--- src/rtl/bcm_pkg.sv ---
// Shared types and constants for the battery cutoff monitor.
// Used by every module of the block; depends on nothing.

package bcm_pkg;

    localparam int MV_W     = 16;
    localparam int RUN_W    = 8;
    localparam int COUNT_W  = 16;
    localparam int CFG_IDX_W = 2;
    localparam int QUEUE_DEPTH = 2;

    typedef enum logic [1:0] {
        LEVEL_NORMAL  = 2'd0,
        LEVEL_LOW     = 2'd1,
        LEVEL_CUTOFF  = 2'd2,
        LEVEL_UNKNOWN = 2'd3
    } level_t;

    typedef enum logic [CFG_IDX_W-1:0] {
        CFG_CUTOFF_MV   = 2'd0,
        CFG_LOW_WARN_MV = 2'd1,
        CFG_FLOOR_MV    = 2'd2,
        CFG_CONSEC      = 2'd3
    } cfg_index_t;

    localparam logic [MV_W-1:0]  CUTOFF_MV_RESET   = 16'd3300;
    localparam logic [MV_W-1:0]  LOW_WARN_MV_RESET = 16'd3500;
    localparam logic [MV_W-1:0]  FLOOR_MV_RESET    = 16'd500;
    localparam logic [RUN_W-1:0] CONSEC_RESET      = 8'd3;

    // Classified request handed from front to back.
    typedef struct packed {
        logic is_warning;
        logic implausible;
        logic ext_supply;
        logic below_cutoff;
        logic below_warn;
    } bcm_item_t;

endpackage

--- src/rtl/bcm_front.sv ---
// Front part: compares each incoming request against the thresholds.
// Depends on bcm_pkg.

module bcm_front
    import bcm_pkg::*;
(
    input  logic            kind,
    input  logic [MV_W-1:0] millivolts,
    input  logic            ext_supply,
    input  logic [MV_W-1:0] cutoff_mv,
    input  logic [MV_W-1:0] low_warn_mv,
    input  logic [MV_W-1:0] floor_mv,
    output bcm_item_t       item
);

    always_comb
    begin
        item.is_warning   = kind;
        item.implausible  = (millivolts <= floor_mv);
        item.ext_supply   = ext_supply;
        item.below_cutoff = (millivolts < cutoff_mv);
        item.below_warn   = (millivolts < low_warn_mv);
    end

endmodule

--- src/rtl/bcm_queue.sv ---
// Short queue between front and back; holds classified requests.
// Depends on bcm_pkg.

module bcm_queue
    import bcm_pkg::*;
#(
    parameter int DEPTH = QUEUE_DEPTH
)
(
    input  logic      clk,
    input  logic      rst_n,
    input  logic      push,
    input  bcm_item_t push_item,
    output logic      full,
    input  logic      pop,
    output logic      not_empty,
    output bcm_item_t pop_item
);

    localparam int PTR_W = (DEPTH > 1) ? $clog2(DEPTH) : 1;
    localparam int CNT_W = $clog2(DEPTH + 1);
    localparam logic [CNT_W-1:0] DEPTH_C = CNT_W'(DEPTH);
    localparam logic [PTR_W-1:0] LAST_C  = PTR_W'(DEPTH - 1);

    bcm_item_t        slot_reg [DEPTH];
    logic [PTR_W-1:0] wr_ptr_reg, wr_ptr_next;
    logic [PTR_W-1:0] rd_ptr_reg, rd_ptr_next;
    logic [CNT_W-1:0] count_reg, count_next;

    assign full      = (count_reg == DEPTH_C);
    assign not_empty = (count_reg != '0);
    assign pop_item  = slot_reg[rd_ptr_reg];

    always_comb
    begin
        wr_ptr_next = wr_ptr_reg;
        rd_ptr_next = rd_ptr_reg;
        count_next  = count_reg;
        if (push)
        begin
            wr_ptr_next = (wr_ptr_reg == LAST_C) ? '0 : wr_ptr_reg + 1'b1;
        end
        if (pop)
        begin
            rd_ptr_next = (rd_ptr_reg == LAST_C) ? '0 : rd_ptr_reg + 1'b1;
        end
        if (push && !pop)
        begin
            count_next = count_reg + 1'b1;
        end
        else if (pop && !push)
        begin
            count_next = count_reg - 1'b1;
        end
    end

    always_ff @(posedge clk or negedge rst_n)
    begin
        if (!rst_n)
        begin
            wr_ptr_reg <= '0;
            rd_ptr_reg <= '0;
            count_reg  <= '0;
        end
        else
        begin
            wr_ptr_reg <= wr_ptr_next;
            rd_ptr_reg <= rd_ptr_next;
            count_reg  <= count_next;
        end
    end

    always_ff @(posedge clk)
    begin
        if (push)
        begin
            slot_reg[wr_ptr_reg] <= push_item;
        end
    end

endmodule

--- src/rtl/bcm_back.sv ---
// Back part: applies classified requests to the level state and counters
// and holds the result register. Depends on bcm_pkg.

module bcm_back
    import bcm_pkg::*;
(
    input  logic               clk,
    input  logic               rst_n,
    input  logic [RUN_W-1:0]   consecutive_needed,
    input  logic               item_valid,
    input  bcm_item_t          item,
    output logic               item_pop,
    output logic               out_valid,
    input  logic               out_stall,
    output level_t             level,
    output logic               settings_write_ok,
    output logic [COUNT_W-1:0] implausible_count,
    output logic [COUNT_W-1:0] warning_count
);

    level_t             level_reg, level_next;
    logic [RUN_W-1:0]   run_cut_reg, run_cut_next;
    logic [RUN_W-1:0]   run_warn_reg, run_warn_next;
    logic [COUNT_W-1:0] rejected_reg, rejected_next;
    logic [COUNT_W-1:0] warnings_reg, warnings_next;
    logic               warned_reg, warned_next;
    logic               out_valid_reg, out_valid_next;
    level_t             out_level_reg;
    logic               out_ok_reg;
    logic               ok_next;

    assign item_pop          = item_valid && (!out_valid_reg || !out_stall);
    assign out_valid         = out_valid_reg;
    assign level             = out_level_reg;
    assign settings_write_ok = out_ok_reg;
    assign implausible_count = rejected_reg;
    assign warning_count     = warnings_reg;

    always_comb
    begin
        level_next    = level_reg;
        run_cut_next  = run_cut_reg;
        run_warn_next = run_warn_reg;
        rejected_next = rejected_reg;
        warnings_next = warnings_reg;
        warned_next   = warned_reg;
        if (item.is_warning)
        begin
            warnings_next = (warnings_reg == '1) ? warnings_reg : warnings_reg + 1'b1;
            warned_next   = 1'b1;
        end
        else if (level_reg == LEVEL_CUTOFF)
        begin
            level_next = LEVEL_CUTOFF;
        end
        else if (item.implausible)
        begin
            rejected_next = (rejected_reg == '1) ? rejected_reg : rejected_reg + 1'b1;
            run_cut_next  = '0;
            run_warn_next = '0;
        end
        else if (item.ext_supply)
        begin
            run_cut_next  = '0;
            run_warn_next = '0;
            level_next    = LEVEL_NORMAL;
        end
        else
        begin
            if (item.below_cutoff)
            begin
                run_cut_next = (run_cut_reg == '1) ? run_cut_reg : run_cut_reg + 1'b1;
            end
            else
            begin
                run_cut_next = '0;
            end
            if (item.below_warn)
            begin
                run_warn_next = (run_warn_reg == '1) ? run_warn_reg : run_warn_reg + 1'b1;
            end
            else
            begin
                run_warn_next = '0;
            end
            priority if (run_cut_next >= consecutive_needed)
            begin
                level_next = LEVEL_CUTOFF;
            end
            else if (run_warn_next >= consecutive_needed)
            begin
                level_next = LEVEL_LOW;
            end
            else if (run_warn_next == '0)
            begin
                level_next = LEVEL_NORMAL;
            end
            else
            begin
                level_next = level_reg;
            end
        end
        ok_next = !warned_next && (level_next != LEVEL_LOW) && (level_next != LEVEL_CUTOFF);

        if (item_pop)
        begin
            out_valid_next = 1'b1;
        end
        else
        begin
            out_valid_next = out_valid_reg && out_stall;
        end
    end

    always_ff @(posedge clk or negedge rst_n)
    begin
        if (!rst_n)
        begin
            level_reg     <= LEVEL_UNKNOWN;
            run_cut_reg   <= '0;
            run_warn_reg  <= '0;
            rejected_reg  <= '0;
            warnings_reg  <= '0;
            warned_reg    <= 1'b0;
            out_valid_reg <= 1'b0;
            out_level_reg <= LEVEL_UNKNOWN;
            out_ok_reg    <= 1'b0;
        end
        else
        begin
            out_valid_reg <= out_valid_next;
            if (item_pop)
            begin
                level_reg     <= level_next;
                run_cut_reg   <= run_cut_next;
                run_warn_reg  <= run_warn_next;
                rejected_reg  <= rejected_next;
                warnings_reg  <= warnings_next;
                warned_reg    <= warned_next;
                out_level_reg <= level_next;
                out_ok_reg    <= ok_next;
            end
        end
    end

endmodule

--- src/rtl/battery_cutoff_monitor.sv ---
// Top level of the battery cutoff monitor: configuration registers, front
// classifier, request queue and back state unit. Depends on bcm_pkg.
//
// Takes one request (battery sample or supply warning) per clock while not
// stalled and returns one result per request, in order. A request is
// classified against the thresholds on entry to the queue, and the back unit
// updates the run counters, level and event counters in the cycle it pops the
// request. The back unit's single state update per cycle sets the sustained
// rate of one request per clock while out_stall is low. Cutoff, once reached,
// holds until reset. The queue lets input keep flowing while a result waits
// to be taken. Write configuration only while idle.

module battery_cutoff_monitor
    import bcm_pkg::*;
#(
    parameter int DEPTH = QUEUE_DEPTH
)
(
    input  logic                 clk,
    input  logic                 rst_n,
    input  logic                 cfg_we,
    input  logic [CFG_IDX_W-1:0] cfg_index,
    input  logic [MV_W-1:0]      cfg_data,
    input  logic                 in_valid,
    output logic                 in_stall,
    input  logic                 kind,
    input  logic [MV_W-1:0]      millivolts,
    input  logic                 ext_supply,
    output logic                 out_valid,
    input  logic                 out_stall,
    output logic [1:0]           level,
    output logic                 settings_write_ok,
    output logic [COUNT_W-1:0]   implausible_count,
    output logic [COUNT_W-1:0]   warning_count
);

    logic [MV_W-1:0]  cutoff_reg;
    logic [MV_W-1:0]  low_warn_reg;
    logic [MV_W-1:0]  floor_reg;
    logic [RUN_W-1:0] consec_reg;

    bcm_item_t front_item;
    bcm_item_t queue_item;
    logic      queue_full;
    logic      queue_not_empty;
    logic      queue_pop;
    logic      queue_push;
    level_t    back_level;

    always_ff @(posedge clk or negedge rst_n)
    begin
        if (!rst_n)
        begin
            cutoff_reg   <= CUTOFF_MV_RESET;
            low_warn_reg <= LOW_WARN_MV_RESET;
            floor_reg    <= FLOOR_MV_RESET;
            consec_reg   <= CONSEC_RESET;
        end
        else if (cfg_we)
        begin
            unique case (cfg_index_t'(cfg_index))
                CFG_CUTOFF_MV:   cutoff_reg   <= cfg_data;
                CFG_LOW_WARN_MV: low_warn_reg <= cfg_data;
                CFG_FLOOR_MV:    floor_reg    <= cfg_data;
                CFG_CONSEC:      consec_reg   <= cfg_data[RUN_W-1:0];
                default:         consec_reg   <= consec_reg;
            endcase
        end
    end

    assign in_stall   = queue_full;
    assign queue_push = in_valid && !queue_full;
    assign level      = back_level;

    bcm_front u_front (
        .kind        (kind),
        .millivolts  (millivolts),
        .ext_supply  (ext_supply),
        .cutoff_mv   (cutoff_reg),
        .low_warn_mv (low_warn_reg),
        .floor_mv    (floor_reg),
        .item        (front_item)
    );

    bcm_queue #(
        .DEPTH (DEPTH)
    ) u_queue (
        .clk       (clk),
        .rst_n     (rst_n),
        .push      (queue_push),
        .push_item (front_item),
        .full      (queue_full),
        .pop       (queue_pop),
        .not_empty (queue_not_empty),
        .pop_item  (queue_item)
    );

    bcm_back u_back (
        .clk                (clk),
        .rst_n              (rst_n),
        .consecutive_needed (consec_reg),
        .item_valid         (queue_not_empty),
        .item               (queue_item),
        .item_pop           (queue_pop),
        .out_valid          (out_valid),
        .out_stall          (out_stall),
        .level              (back_level),
        .settings_write_ok  (settings_write_ok),
        .implausible_count  (implausible_count),
        .warning_count      (warning_count)
    );

endmodule
--- config.mk ---
export PLATFORM = sky130hd
export DESIGN_NAME = battery_cutoff_monitor
export DESIGN_NICKNAME = d
export VERILOG_FILES = /design/src/rtl/bcm_pkg.sv /design/src/rtl/bcm_front.sv /design/src/rtl/bcm_queue.sv /design/src/rtl/bcm_back.sv /design/src/rtl/battery_cutoff_monitor.sv
export SDC_FILE = /design/constraint.sdc
export NUM_CORES = 1
export LEC_CHECK = 0
export BUFFER_PORTS_ARGS = -buffer_cell sky130_fd_sc_hd__buf_2
export CORE_MARGIN = 2
export CORE_UTILIZATION = 40
export DETAILED_ROUTE_END_ITERATION = 10
export GPL_TIMING_DRIVEN = 0
export SYNTH_ARGS = -nofsm -noshare
export SYNTH_HDL_FRONTEND = slang
export SYNTH_SLANG_ARGS = --single-unit
--- constraint.sdc ---
create_clock -name clk -period 2.9 [get_ports clk]
set_clock_uncertainty 0.05 [all_clocks]
set_input_delay 0 -clock clk [delete_from_list [all_inputs] [get_ports clk]]
set_output_delay 0 -clock clk [all_outputs]
set_load 0.02 [all_outputs]
==> impl_metrics.env, run 1 <==
export IMPL_synthArstFlopShare=0.919
export IMPL_clkTransAtPathRegs_ns=0.06
export IMPL_reg2reg_depth=15
export IMPL_hold_path_class="in2async"
export IMPL_outcome="complete, but fails checks"
export IMPL_fmax_ghz=0.319
export IMPL_power_frac_seq=0.395
export IMPL_final_nets=899
export IMPL_ys_ff_latch=123
export IMPL_synth_top_area_share=0.322
export IMPL_drv_cap=0
export IMPL_power_density_mw_per_mm2=633
export IMPL_p_int_w=0.00391
export IMPL_finalNonFillerCells=1031
export IMPL_detail_route_iter0_violations=333
export IMPL_die_area_sq_mm=0.0185
export IMPL_grt_antenna_before_repair=0
export IMPL_reg2reg_from="u_back.run_cut_reg[1]"
export IMPL_wl_met2_mm=8.05
export IMPL_yosysSeqAreaShare=0.452
export IMPL_pwr_share_clk=0.359
export IMPL_critical_path_top_delay_family="compound AO/OA/AOI/OAI gates"
export IMPL_finalMaxSlewViolations=0
export IMPL_routed_top_layer="met4"
export IMPL_combPwrFrac=0.245
export IMPL_setup_viol=3
export IMPL_crit_type="reg2reg"
export IMPL_cp_num_buf_inv=0
export IMPL_crit_required_ns=3.17
export IMPL_drcViolationCount=0
export IMPL_cp_max_fo=6
export IMPL_die_y_um=136
export IMPL_slew_headroom=0.569
export IMPL_synth_distinct_cells=70
export IMPL_fin_tns_setup_ns=-0.497
export IMPL_cts_sinks=123
export IMPL_p_sw_frac=0.299
export IMPL_path_cells="ha_2 > and3_4 > nand3_4 > nand4_1 > xor2_1 > nor2_2 > ha_1 > a21o_1 > a2111oi_2 > o21a_1 > or3_4 > o21ai_2 > a41oi_2 > xnor2_1 > o41ai_2"
export IMPL_synth_area_sq_mm=0.00699
export IMPL_tritoncts="yes"
export IMPL_cts_buffers=17
export IMPL_portBuffers=77
export IMPL_rsz0062_at_grt="true"
export IMPL_slowest_delay_ns=0.37
export IMPL_slowest_stage="dfrtp_1"
export IMPL_min_period_ns=3.13
export IMPL_multi_input_area_sq_mm=0.00366
export IMPL_synth_edff_count=10
export IMPL_synth_ff_type="dfrtp_1"
export IMPL_crit_arrival_ns=3.40
export IMPL_ys_warn_count=0
export IMPL_endpoint_kind="flop"
export IMPL_gp_congestion=0.859
export IMPL_fin_util=0.513
export IMPL_dp_cells=952
export IMPL_grt_pass1_wl_mm=26.8
export IMPL_overflow=0
export IMPL_synth_nets=755
export IMPL_dpl_hpwl_mm=11.6
export IMPL_fp_dieW_um=136
export IMPL_met3_length_um=644
export IMPL_synth_top_area_cell="dfrtp_1"
export IMPL_tightest_slew_ns=0.646
export IMPL_syn_inst=649
export IMPL_drive_gt1_frac=0.309
export IMPL_core_sq_mm=0.0172
export IMPL_n_antenna_cell=0
export IMPL_cts_root_buf="clkbuf_16"
export IMPL_p_leak_nw=4.30
export IMPL_drtPass1Iterations=4
export IMPL_nFillCells=1597
export IMPL_grt_max_degree=69
export IMPL_grt_usage=0.184
export IMPL_start_kind="flop"
export IMPL_ios=78
export IMPL_viasPerCell=5.24
export IMPL_antenna_left=0
export IMPL_ctsLongestPathBuffers=2
export IMPL_grt_pass1_vias=5528
export IMPL_drt_total_wl_mm=16.1
export IMPL_wl_met1_mm=7.08
export IMPL_postSynthAreaPerCell_sq_um=10.8
export IMPL_syn2layout_area_growth_pct=26.1
export IMPL_vias=5401
export IMPL_setup_ws_ns=-0.232
export IMPL_critical_path_startpoint="u_back.run_cut_reg[1]"
export IMPL_htree_levels=4
export IMPL_r2r_slack_ns=-0.23
export IMPL_vdd_drop_max_uv=440
export IMPL_start_util=0.407
export IMPL_ff_latch_area_sq_mm=0.00316
export IMPL_finalCritPeriodShare=1.08
export IMPL_synth_area_leaders="dfrtp_1 32%, ha_1 12%, dfstp_2 8.6%, mux2_2 7.1%, edfxtp_1 4.3%"
export IMPL_num_rows=48
export IMPL_clk_latency_ns=0.41
export IMPL_r2r_end="u_back.settings_write_ok"
export IMPL_violations="negative setup slack"
export IMPL_final_hold_viol_count=0
export IMPL_switching_power_w=0.00167
export IMPL_wl_per_cell_um=15.6
cell usage in the layout (no fill, tap or decap), types with 13 or more instances in the layout:
cell           instances
dfrtp_1               88
buf_2                 77
inv_1                 63
ha_1                  63
nand2_1               49
mux2_2                43
nor2_1                27
buf_4                 26
a21o_1                23
dfstp_2               23
dlygate4sd3_1         23
o21ai_0               22
xnor2_1               22
xor2_1                18
nand4_1               17
clkbuf_16             17
nand3_1               14
a22o_1                13
Yosys cell counts (3+ instances only):
master,instances
a211oi_1,7
a21o_1,23
a21oi_1,11
a22o_1,13
a31oi_1,4
and3_1,13
clkbuf_1,8
dfrtp_1,90
dfstp_2,23
edfxtp_1,10
ha_1,65
inv_1,63
mux2_2,44
mux2i_1,6
nand2_1,49
nand2b_1,6
nand3_1,16
nand4_1,17
nor2_1,28
nor2b_1,4
nor3_1,9
nor3b_1,3
o21a_1,8
o21ai_0,27
o31ai_1,6
or2_2,3
or3_1,3
xnor2_1,22
xor2_1,19
power by group through the flow:
stage / Clock [W] / Combinational [W] / Sequential (W)
global route: 0.00213 / 0.00155 / 0.00224
detailed placement: 0 / 0.00130 / 0.00223
floorplan: 0 / 0.000896 / 0.00224
CTS: 0.00205 / 0.00135 / 0.00220
global placement: 0 / 0.00126 / 0.00222
finish: 0.00201 / 0.00137 / 0.00220
cell type report:
| cell class | instances | area share |
|---|---|---|
| clock buffer | 22 | 0.0538 |
| multi-input combinational | 447 | 0.415 |
| timing repair buffer | 125 | 0.0941 |
| buffer | 15 | 0.00909 |
| sequential | 123 | 0.359 |
| clock inverter | 10 | 0.0102 |
| tap | 225 | 0.0319 |
| inverter | 64 | 0.0273 |
timing repair:
action                     in CTS  in global routing
hold endpoints to repair      158                  0
pin swaps                      12                 13
setup endpoints to repair       3                  3
hold buffers                   23                  0
setup buffers                  17                  8
gates resized for setup        13                 12
routing by layer:
metal	track usage	vias up
met5	0	-
met4	0.0660	0
met3	0.0492	24
met2	0.314	125
met1	0.225	2652
li1	-	2600
worst max path at each step:
stage / endpoint / slack, ns / cells past startpoint
floorplan: u_back.settings_write_ok / 0.01 / 15
global placement: u_back.settings_write_ok / -0.34 / 12
detailed placement: u_back.settings_write_ok / -0.37 / 12
CTS: u_back.settings_write_ok / -0.21 / 14
global route: u_back.settings_write_ok / -0.36 / 15
finish: u_back.settings_write_ok / -0.23 / 15
logic make-up (layout without fill, tap and decap cells):
kind of cell               count (synthesis)  count (layout)  synth area share
adders and majority gates                 67              67             0.119
muxes                                     52              52            0.0849
DFF                                      123             123             0.452
xor gates and xnor gates                  41              41            0.0514
and+or+nand+nor                          165             165             0.122
buffers and inverters                     79             236            0.0451
AOI/OAI and AO/OA                        122             122             0.126
metrics by stage:
| step | hold slack, ns | setup WS (ns) | total power (W) | instance area (sq um) |
|---|---|---|---|---|
| floorplan | -0.346 | 0.0109 | 0.00314 | 7050 |
| global placement | 0.144 | -0.337 | 0.00348 | 7710 |
| detailed placement | -0.0860 | -0.370 | 0.00353 | 7750 |
| CTS | 0.0436 | -0.210 | 0.00561 | 8720 |
| global route | 0.0790 | -0.364 | 0.00591 | 8810 |
| finish | 0.0417 | -0.232 | 0.00558 | 8810 |
Power figures use the tool's default switching activity.
==> run 2, diff against run 1 <==
--- a/config.mk
+++ b/config.mk
@@ -10,6 +10,7 @@
 export CORE_UTILIZATION = 40
 export DETAILED_ROUTE_END_ITERATION = 10
 export GPL_TIMING_DRIVEN = 0
+export SKIP_CTS_REPAIR_TIMING = 1
 export SYNTH_ARGS = -nofsm -noshare
 export SYNTH_HDL_FRONTEND = slang
 export SYNTH_SLANG_ARGS = --single-unit
==> constraint.sdc (replaced) <==
create_clock -name clk -period 3.3 [get_ports clk]
set_clock_uncertainty 0.05 [all_clocks]
set_input_delay 0 -clock clk [delete_from_list [all_inputs] [get_ports clk]]
set_output_delay 0 -clock clk [all_outputs]
set_load 0.02 [all_outputs]
==> run 2 against run 1 <==
Register-to-register slack improved by 0.28 ns. Clock power decreased by 11%. Count of clock-buffer cells in the layout decreased by 2. Cell count decreased by 1.1%. Routed wire length decreased by 2.3%. The flow now finishes without violations. Highest routed layer unchanged. Worst hold slack improved by 0.010 ns. Die area unchanged. Flip-flop and latch count unchanged. Global-route usage decreased by 0.67 points. Core utilization decreased by 0.49 points. Design area decreased by 0.95%. Sequential power decreased by 12%.
==> impl_metrics.env, run 2 (same netlist as run 1, synthesis figures left out) <==
export IMPL_outcome="finished, final reports clean"
export IMPL_cts_sinks=123
export IMPL_syn2layout_area_growth_pct=24.9
export IMPL_switching_power_w=0.00146
export IMPL_overflow=0
export IMPL_core_sq_mm=0.0172
export IMPL_multi_input_area_sq_mm=0.00365
export IMPL_pwr_share_clk=0.364
export IMPL_path_cells="ha_4 > and3_4 > nand3_4 > nand4_1 > xor2_1 > nor2_2 > ha_1 > a21o_1 > a2111oi_4 > o21a_1 > or3_4 > o21ai_2 > a41oi_2 > xnor2_1 > o41ai_2"
export IMPL_combPwrFrac=0.243
export IMPL_die_area_sq_mm=0.0185
export IMPL_ios=78
export IMPL_cts_root_buf="clkbuf_16"
export IMPL_die_y_um=136
export IMPL_portBuffers=77
export IMPL_clk_latency_ns=0.42
export IMPL_fp_dieW_um=136
export IMPL_fin_area_sq_mm=0.00873
export IMPL_fin_tns_setup_ns=0
export IMPL_crit_type="reg2reg"
export IMPL_start_kind="flop"
export IMPL_final_common_cell="dfrtp_1"
export IMPL_slew_headroom=0.527
export IMPL_clkTransAtPathRegs_ns=0.06
export IMPL_crit_required_ns=3.57
export IMPL_r2r_slack_ns=0.04
export IMPL_tritoncts="yes"
export IMPL_nFillCells=1557
export IMPL_total_power_w=0.00491
export IMPL_p_int_w=0.00346
export IMPL_crit_arrival_ns=3.52
export IMPL_endpoint_kind="flop"
export IMPL_drcViolationCount=0
export IMPL_detail_route_iter0_violations=263
export IMPL_drive_gt1_frac=0.294
export IMPL_vdd_drop_max_uv=355
export IMPL_p_leak_nw=4.23
export IMPL_drtPass1Iterations=4
export IMPL_min_period_ns=3.26
export IMPL_dpl_instance_area_sq_mm=0.00769
export IMPL_r2r_end="u_back.settings_write_ok"
export IMPL_tightest_slew_ns=0.709
export IMPL_power_density_mw_per_mm2=563
export IMPL_htree_levels=4
export IMPL_finalCritPeriodShare=0.987
export IMPL_final_hold_viol_count=0
export IMPL_grt_antenna_before_repair=0
export IMPL_ff_latch_area_sq_mm=0.00316
export IMPL_cts_buffers=17
export IMPL_grt_max_degree=64
export IMPL_vias=5288
export IMPL_grt_pass1_vias=5357
export IMPL_ctsLongestPathBuffers=2
export IMPL_final_nets=888
export IMPL_antenna_left=0
export IMPL_power_frac_seq=0.393
export IMPL_slowest_stage="dfrtp_2"
export IMPL_p_sw_frac=0.297
export IMPL_hold_path_class="in2async"
export IMPL_dpl_hpwl_mm=11.6
export IMPL_grt_pass1_wl_mm=25.7
export IMPL_start_util=0.407
export IMPL_grt_usage=0.178
export IMPL_cp_max_fo=6
export IMPL_n_antenna_cell=0
export IMPL_drv_cap=0
export IMPL_viasPerCell=5.18
export IMPL_finalMaxSlewViolations=0
export IMPL_wl_per_cell_um=15.5
export IMPL_reg2reg_depth=15
export IMPL_drt_total_wl_mm=15.8
export IMPL_reg2reg_from="u_back.run_cut_reg[1]"
export IMPL_rsz0062_at_grt="true"
export IMPL_slowest_delay_ns=0.44
export IMPL_setup_ws_ns=0.0445
export IMPL_setup_viol=0
export IMPL_layout_common_cells="85 x dfrtp_1, 78 x buf_2, 63 x inv_1, 63 x ha_1, 49 x nand2_1"
export IMPL_num_rows=48
export IMPL_preCtsSetupSlack_ns=-0.297
export IMPL_gp_congestion=0.880
export IMPL_fmax_ghz=0.307
run 2: area by class of cell:
cell class | count | share of cell area
inverters | 64 | 0.0275
well taps | 225 | 0.0323
plain buffers | 15 | 0.00860
multi-input cells | 447 | 0.418
flip-flops and latches | 123 | 0.362
clock buffers | 20 | 0.0512
clock inverters | 12 | 0.0142
repair buffers | 114 | 0.0856
run 2: how the worst max path moves through the flow:
stage / startpoint / end / slack [ns] / depth (start not counted)
after floorplan: u_back.run_cut_reg[0] / u_back.settings_write_ok / 0.13 / 15
after global placement: u_back.run_cut_reg[0] / u_back.settings_write_ok / -0.21 / 15
after detailed placement: u_back.run_cut_reg[0] / u_back.settings_write_ok / -0.30 / 15
after CTS: u_back.run_cut_reg[0] / u_back.settings_write_ok / -0.29 / 15
after global routing: u_back.run_warn_reg[5] / u_back.settings_write_ok / -0.12 / 14
final: u_back.run_cut_reg[1] / u_back.settings_write_ok / 0.04 / 15
run 2: critical path: cells and delay by family, from the launching register on:
family                   cells  cell delay [ns]
AND/OR/NAND/NOR              5             0.63
XOR/XNOR                     2             0.31
adder cells (fa/ha/maj)      2             0.51
AO/OA/AOI/OAI                6             1.19
flip-flops                   1             0.44
run 2: metal layers:
layer	up-vias	track usage	wire length, um
met5	-	0	0
li1	2580	-	-
met4	0	0.0671	305
met3	27	0.0474	517
met2	94	0.295	7860
met1	2587	0.222	7090
run 2: through the flow:
stage          hold slack (ns)  utilization  cells
3_3_place_gp             0.143        0.446    951
2_1_floorplan           -0.346            -    649
5_1_grt                  0.107        0.508   1020
3_5_place_dp           -0.0614        0.448    952
4_1_cts                 -0.503        0.481    984
6_report                0.0516        0.508   1020
run 2: power by group through the flow:
stage,logic (W),registers [W],clock network [W]
floorplan,0.000782,0.00197,0
global placement,0.00111,0.00194,0
detailed placement,0.00115,0.00196,0
CTS,0.00116,0.00193,0.00183
global route,0.00134,0.00197,0.00190
finish,0.00119,0.00193,0.00179
==> run 3, diff against run 2 <==
--- a/config.mk
+++ b/config.mk
@@ -6,6 +6,7 @@
 export NUM_CORES = 1
 export LEC_CHECK = 0
 export BUFFER_PORTS_ARGS = -buffer_cell sky130_fd_sc_hd__buf_2
+export CORE_ASPECT_RATIO = 2
 export CORE_MARGIN = 2
 export CORE_UTILIZATION = 40
 export DETAILED_ROUTE_END_ITERATION = 10
==> constraint.sdc (replaced) <==
create_clock -name clk -period 4.2 [get_ports clk]
set_clock_uncertainty 0.05 [all_clocks]
set_input_delay 0 -clock clk [delete_from_list [all_inputs] [get_ports clk]]
set_output_delay 0 -clock clk [all_outputs]
set_load 0.02 [all_outputs]
==> run 3 against run 2 <==
Core utilization shrank 1.3 points. Fmax shrank 14%. Flip-flop and latch count is the same. Combinational power shrank 21%. Sequential power shrank 21%. Critical endpoint unchanged. Largest power group is now clock.
==> impl_metrics.env, run 3 (same netlist as run 1, synthesis figures left out) <==
export IMPL_outcome="finished, final reports clean"
export IMPL_crit_arrival_ns=4.05
export IMPL_tightest_slew_ns=0.813
export IMPL_path_cells="ha_1 > and3_1 > nand3_1 > nand4_1 > xor2_1 > nor2_1 > ha_1 > a21o_1 > a2111oi_1 > o21a_1 > or3_1 > o21ai_0 > a41oi_2 > xnor2_1 > o41ai_2"
export IMPL_drv_cap=0
export IMPL_endpoint_kind="flop"
export IMPL_hp_start="cfg_index[0]"
export IMPL_slew_headroom=0.456
export IMPL_finalCritPeriodShare=0.903
export IMPL_grt_usage=0.188
export IMPL_crit_required_ns=4.46
export IMPL_wl_met2_mm=9.60
export IMPL_p_leak_nw=4.20
export IMPL_setup_viol=0
export IMPL_cp_num_buf_inv=0
export IMPL_die_y_um=191
export IMPL_crit_type="reg2reg"
export IMPL_power_frac_seq=0.380
export IMPL_viasPerCell=5.33
export IMPL_met3_length_um=431
export IMPL_grt_max_degree=93
export IMPL_n_antenna_cell=0
export IMPL_htree_levels=4
export IMPL_fin_tns_setup_ns=0
export IMPL_final_common_cell="dfrtp_1"
export IMPL_rsz0062_at_grt="false"
export IMPL_vdd_drop_max_uv=260
export IMPL_slowest_stage="dfrtp_1"
export IMPL_syn2layout_area_growth_pct=21.9
export IMPL_switching_power_w=0.00114
export IMPL_slowest_delay_ns=0.41
export IMPL_critical_path_top_delay_family="compound AO/OA/AOI/OAI gates"
export IMPL_nFillCells=1583
export IMPL_start_kind="flop"
export IMPL_p_int_w=0.00285
export IMPL_detail_route_iter0_violations=185
export IMPL_drcViolationCount=0
export IMPL_min_period_ns=3.79
export IMPL_portBuffers=77
export IMPL_fp_dieW_um=97.5
export IMPL_core_sq_mm=0.0172
export IMPL_hold_path_class="in2reg"
export IMPL_cts_buffers=17
export IMPL_antenna_left=0
export IMPL_drive_gt1_frac=0.252
export IMPL_gp_congestion=0.857
export IMPL_clk_latency_ns=0.42
export IMPL_multi_input_area_sq_mm=0.00352
export IMPL_drtPass1Iterations=4
export IMPL_wl_per_cell_um=16.9
export IMPL_tritoncts="yes"
export IMPL_layout_common_cells="90 x dfrtp_1, 78 x buf_2, 65 x ha_1"
export IMPL_dp_cells=937
export IMPL_routed_top_layer="met4"
export IMPL_grt_antenna_before_repair=0
export IMPL_overflow=0
export IMPL_power_density_mw_per_mm2=469
export IMPL_die_area_sq_mm=0.0186
export IMPL_ios=78
export IMPL_dpl_hpwl_mm=12.7
export IMPL_num_rows=68
export IMPL_pwr_share_clk=0.386
export IMPL_start_util=0.407
export IMPL_critical_path_startpoint="u_back.run_cut_reg[0]"
export IMPL_ctsLongestPathBuffers=2
export IMPL_p_sw_frac=0.286
export IMPL_reg2reg_from="u_back.run_cut_reg[0]"
export IMPL_cts_sinks=123
export IMPL_combPwrFrac=0.234
export IMPL_vias=5284
export IMPL_clkTransAtPathRegs_ns=0.05
export IMPL_cp_max_fo=6
export IMPL_finalNonFillerCells=991
export IMPL_wl_met1_mm=6.13
export IMPL_fmax_ghz=0.264
export IMPL_final_hold_viol_count=0
export IMPL_cts_root_buf="clkbuf_16"
export IMPL_ff_latch_area_sq_mm=0.00316
export IMPL_final_nets=874
export IMPL_grt_pass1_vias=5597
export IMPL_grt_pass1_wl_mm=27.6
export IMPL_path_common_cell="ha_1"
export IMPL_drt_total_wl_mm=16.8
export IMPL_finalMaxSlewViolations=0
## run 3: changes by cell type in the layout (fill, tap and decap cells not counted), sizes merged
cell,before,now
buf,97,84
clkbuf,29,35
clkinvlp,4,0
clkinv,6,3
bufinv,2,3
dlygate4sd3,23,22
## run 3: layout make-up
cell class,count,area share
Inverter,64,0.0282
Tap cell,210,0.0309
Buffer,15,0.00881
Multi-Input combinational cell,447,0.413
Clock buffer,26,0.0611
Timing Repair Buffer,100,0.0751
Sequential cell,123,0.371
Clock inverter,6,0.0123
## run 3: per-layer routing
layer  vias to the layer above  GRT usage
met2                       111      0.360
met4                         0     0.0935
met3                        32     0.0344
li1                       2544          -
met5                         -          0
met1                      2597      0.191
## run 3: through the flow
stage	utilization	setup slack, ns	total power (W)	hold WS, ns	area, sq um
2_1_floorplan	-	1.03	0.00216	-0.346	6990
3_3_place_gp	0.444	0.516	0.00243	0.141	7640
3_5_place_dp	0.446	0.420	0.00247	-0.180	7670
4_1_cts	0.483	0.394	0.00404	-0.623	8300
5_1_grt	0.496	0.0204	0.00422	0.0304	8520
6_report	0.496	0.408	0.00400	0.0283	8520
## run 3: worst paths after layout
check	endpoint	slack (ns)	cells after the start
setup / recovery	u_back.settings_write_ok	0.41	15
hold / removal	cutoff_reg[0]	0.03	3
setup reg to reg	u_back.settings_write_ok	0.41	15
hold reg to reg	u_back.settings_write_ok	0.42	1
max in group asynchronous	cutoff_reg[12]	2.78	3
min in group asynchronous	low_warn_reg[11]	0.09	2
## run 3: worst reg2reg max path: cells and delay by family, from the launching register on
kind / cells / cell delay (ns)
adders and majority gates: 2 / 0.58
DFF: 1 / 0.41
xor gates and xnor gates: 2 / 0.29
and+or+nand+nor: 5 / 0.95
AOI/OAI and AO/OA: 6 / 1.40
## run 3: power groups by stage
stage	registers (W)	clock network [W]	logic, W
after global routing	0.00154	0.00163	0.00105
after global placement	0.00153	0	0.000900
final	0.00152	0.00154	0.000937
after detailed placement	0.00154	0	0.000929
after CTS	0.00152	0.00158	0.000936
after floorplan	0.00155	0	0.000615
